==> src/hdl/icl_pkg.sv <==
// Shared constants, codes and controller/datapath types for the inode cache table.
`timescale 1ns / 1ps
`default_nettype none
package icl_pkg;
   localparam int ENTRIES = 32;
   localparam int IDX_W   = $clog2(ENTRIES);
   localparam int MAX_USE = 255;
   localparam int USE_W   = $clog2(MAX_USE + 1);
   localparam int REFS_W  = 16;
   localparam int DEV_W   = 16;
   localparam int INO_W   = 32;

   typedef enum logic [2:0] {
      OP_GET     = 3'd0,
      OP_RELEASE = 3'd1,
      OP_DIRTY   = 3'd2,
      OP_QUERY   = 3'd3,
      OP_SYNC    = 3'd4
   } op_type;

   typedef enum logic [2:0] {
      ST_HIT      = 3'd0,
      ST_LOADED   = 3'd1,
      ST_LOADFAIL = 3'd2,
      ST_FULL     = 3'd3,
      ST_DONE     = 3'd4
   } status_type;

   typedef struct packed {
      logic load;
      logic scan_en;
      logic finish_en;
   } cmd_type;

   typedef struct packed {
      logic start_scan;
      logic scan_last;
      logic hit_now;
      logic sync_hold;
      logic out_free;
   } stat_type;
endpackage
`default_nettype wire

==> src/hdl/icl_ctrl.sv <==
// Controller state machine: accept, scan, finish.
`timescale 1ns / 1ps
`default_nettype none
module icl_ctrl (
   input  wire logic              clock,
   input  wire logic              reset,
   input  wire logic              req_valid,
   output logic                   req_ready,
   input  wire icl_pkg::stat_type stat,
   output icl_pkg::cmd_type       cmd
);
   import icl_pkg::*;

   typedef enum logic [2:0] {
      S_IDLE   = 3'b001,
      S_SCAN   = 3'b010,
      S_FINISH = 3'b100
   } state_type;

   state_type state_ff, state_in;

   always_comb begin
      state_in  = state_ff;
      cmd       = '0;
      req_ready = 1'b0;
      unique case (state_ff)
         S_IDLE: begin
            req_ready = 1'b1;
            if (req_valid) begin
               cmd.load = 1'b1;
               state_in = stat.start_scan ? S_SCAN : S_FINISH;
            end
         end
         S_SCAN: begin
            cmd.scan_en = !(stat.sync_hold && !stat.out_free);
            if (cmd.scan_en && (stat.hit_now || stat.scan_last)) state_in = S_FINISH;
         end
         S_FINISH: begin
            cmd.finish_en = stat.out_free;
            if (stat.out_free) state_in = S_IDLE;
         end
         default: state_in = S_IDLE;
      endcase
   end

   always_ff @(posedge clock) begin
      if (reset) state_ff <= S_IDLE;
      else       state_ff <= state_in;
   end
endmodule
`default_nettype wire

==> config.mk <==
export PLATFORM = sky130hd
export DESIGN_NAME = icl_ctrl
export DESIGN_NICKNAME = d
export VERILOG_FILES = /design/src/hdl/icl_pkg.sv /design/src/hdl/icl_ctrl.sv
export SDC_FILE = /design/constraint.sdc
export NUM_CORES = 1
export LEC_CHECK = 0
export ABC_AREA = 1
export BUFFER_PORTS_ARGS = -buffer_cell sky130_fd_sc_hd__buf_2
export CAP_MARGIN = 20
export CORE_AREA = 5 5 42 44
export DETAILED_ROUTE_END_ITERATION = 8
export DIE_AREA = 0 0 47 49
export PLACE_DENSITY = 0.39
export SYNTH_ARGS = -nofsm -noshare
export SYNTH_HDL_FRONTEND = slang
export SYNTH_SLANG_ARGS = --single-unit
==> constraint.sdc <==
create_clock -name clock -period 2.95 [get_ports clock]
set_clock_uncertainty 0.15 [all_clocks]
set_input_delay 0.1475 -clock clock [delete_from_list [all_inputs] [get_ports clock]]
set_output_delay 0.1475 -clock clock [all_outputs]
set_load 0.05 [all_outputs]
==> metrics <==
outcome completed; Die Ht 49 um; Num CTS Buffers 3; worst-skew pair later-pin latency 0.23 ns; top flop regs state_ff (3); largest net degree at the start of global routing 7; clk buf depth 2; final core utilization a little under a quarter; worst slew pin tran around 0.25 ns; Flop pwr share 26.2%; Initial Utilization 14.73%; Post-synth EDFFs 0; Register Area 60.06 sq um; register-to-register setup slack 1.81 ns; layout cells sized above 1 a little over a third; fmax about 670 MHz; crit end category output port; worst-path maximum fanout 5; largest stage delay on the critical path between 0.3 and 0.4 ns; crit-path cells nor2_2 > nand2_2 > nor2_2 > buf_2; type of the most critical hold path in2reg; first-pass GRT wire length 952 um; clock network power share 34.9%; IO Count 12; Avg Cell Area, Syn ~6.1 sq um; Critical-path top delay cell dfxtp_1; Root Driver clkbuf_4; CORE AREA between 1000 and 1500 sq um; placed wire-length estimate 490.8 um; peak supply drop 0.2492 mV; DR DRC count 0; Sw Share 41.59%; Vias 259; GRT Util Overall 5.986%; DIE WIDTH 47 um; fin area approximately 320 sq um; Post-synth ARST share 0%; FP Rows 14; ranking of synthesized cells by area dfxtp_1 29%, inv_1 13%, nand3_1 12%; Fin. Hold Viols 0; worst setup path category reg2out; Netlist cell types 13; Yosys top cell by area dfxtp_1; Syn. warnings 0; max-cap viol count 0; multi-input logic area 120.1 sq um; IO Port Bufs 11; DR vias/cell 3.924; leading cell types by count after synthesis 7 x inv_1, 6 x nand2_1, 5 x nand3_1, 4 x nor2_1, 3 x dfxtp_1; Sw Pwr 86.73 uW; grt total ovfl 0; area grow syn2layout 53.94%; Worst Slack Setup Final 1.454 ns; overall routed net length 589 um; Setup Viol. Count Final 0; vias in the first global route 272; min cycle time layout 1.496 ns; Synth Instances 34; clk slew on worst S/H paths 0.04 ns; Power Density 656.1 nW/um^2; setup TNS 0 ns; max reg flops 3; worst hold margin 0.03503 ns; Crit path top cell by count nor2_2; Antenna Violating Nets Remaining 0; Syn Std Cell Area a little over 200 sq um; Die Area between 2000 and 2500 sq um; WP data arrival 1.20 ns; area share of the largest cell type after synthesis ~29%; Most used DFF post-synth dfxtp_1; FF+latch count, synth 3; final layout net count 59; drt initial violations 1; n_diodes 0; H-tree Lvls 1; DR WL/cell 8.924 um; Gate power share 38.9%; dpl ws 1.685 ns; final slew viol count 0; most frequent cell after synthesis inv_1; initial antenna violation count 0; startpoint types register; CP Data Required Time 2.65 ns; CTS tree built; Syn Nets 42; post-synthesis sequential area ratio 29.09%; RSZ-0062 raised after global routing false; Tcrit/Tclk final about half; CP delay by family, top simple AND/OR/NAND/NOR gates; Leak about 0.17 nW; post-CTS resize count 0; Worst slew margin between 80% and 90%; # fillers between 150 and 200; critical path buffer and inverter count 1; routability-driven placement congestion ratio 0.6965; clk sink count 3; Int Power 121.8 uW; Placed Area approximately 280 sq um; Pre-antenna DRT Iters 2; Reg with most FFs state_ff
==> metal layers <==
layer,share of wire (%),vias up,global-route usage [%]
li1,-,139,-
met1,47,112,6.593
met2,49,6,8.371
met3,1.2,2,1.107
met4,2.2,0,6.912
met5,0,-,0
==> worst paths after layout <==
kind	startpoint	to	cells after the start
setup / recovery	state_ff[1]	cmd[2]	4
hold / removal	stat[4]	state_ff[1]	3
setup reg to reg	state_ff[2]	state_ff[2]	7
hold reg to reg	state_ff[2]	state_ff[0]	3
==> repair_timing <==
item                      CTS  global route
hold buffers                1             0
buffers inserted            0             0
hold endpoints to repair    1             0
==> cell usage in the layout, fill, tap and decap left out <==
master,instances
nand3_1,5
nor4_1,1
inv_1,7
nor2_2,2
nand4_1,1
o21ai_0,1
clkbuf_4,3
buf_2,11
nand2_1,6
nand3b_1,1
clkbuf_1,1
a21oi_2,1
nor2_1,4
nand2_2,1
dfxtp_1,3
dlygate4sd3_1,1
a21oi_1,1
==> power groups by stage <==
| stage | sequential, mW | clock (mW) | combinational [mW] |
|---|---|---|---|
| 2_1_floorplan | 0.0540 | 0 | 0.0613 |
| 3_3_place_gp | 0.0554 | 0 | 0.0809 |
| 3_5_place_dp | 0.0556 | 0 | 0.0804 |
| 4_1_cts | 0.0548 | 0.0766 | 0.0817 |
| 5_1_grt | 0.0563 | 0.0788 | 0.0882 |
| 6_report | 0.0547 | 0.0727 | 0.0811 |
==> worst reg2reg max path, stage by stage, from the launching register on <==
cell	delay, ns
dfxtp_1	0.35
inv_1	0.08
nand2_1	0.06
nor2_1	0.04
nand2_1	0.11
nand3_1	0.08
nor2_1	0.10
nor2_1	0.05
==> cells by family after synthesis <==
logic type	Yosys count	share of synthesized area [%]
buffers and inverters	7	12.73
AOI/OAI and AO/OA	3	9.087
and+or+nand+nor	21	49.09
DFF	3	29.09
==> stage by stage <==
step	cells	power [mW]
2_1_floorplan	34	0.1153
3_3_place_gp	61	0.1363
3_5_place_dp	61	0.1360
4_1_cts	66	0.2131
5_1_grt	66	0.2234
6_report	66	0.2085
==> cell type report <==
cell class              count  share of cell area, %
well taps                  16                  6.299
clock buffers               4                  8.268
flip-flops and latches      3                  18.90
inverters                   7                  8.268
multi-input cells          24                  37.80
repair buffers             12                  20.47
Note: power is estimated with default switching activity, not from simulation.
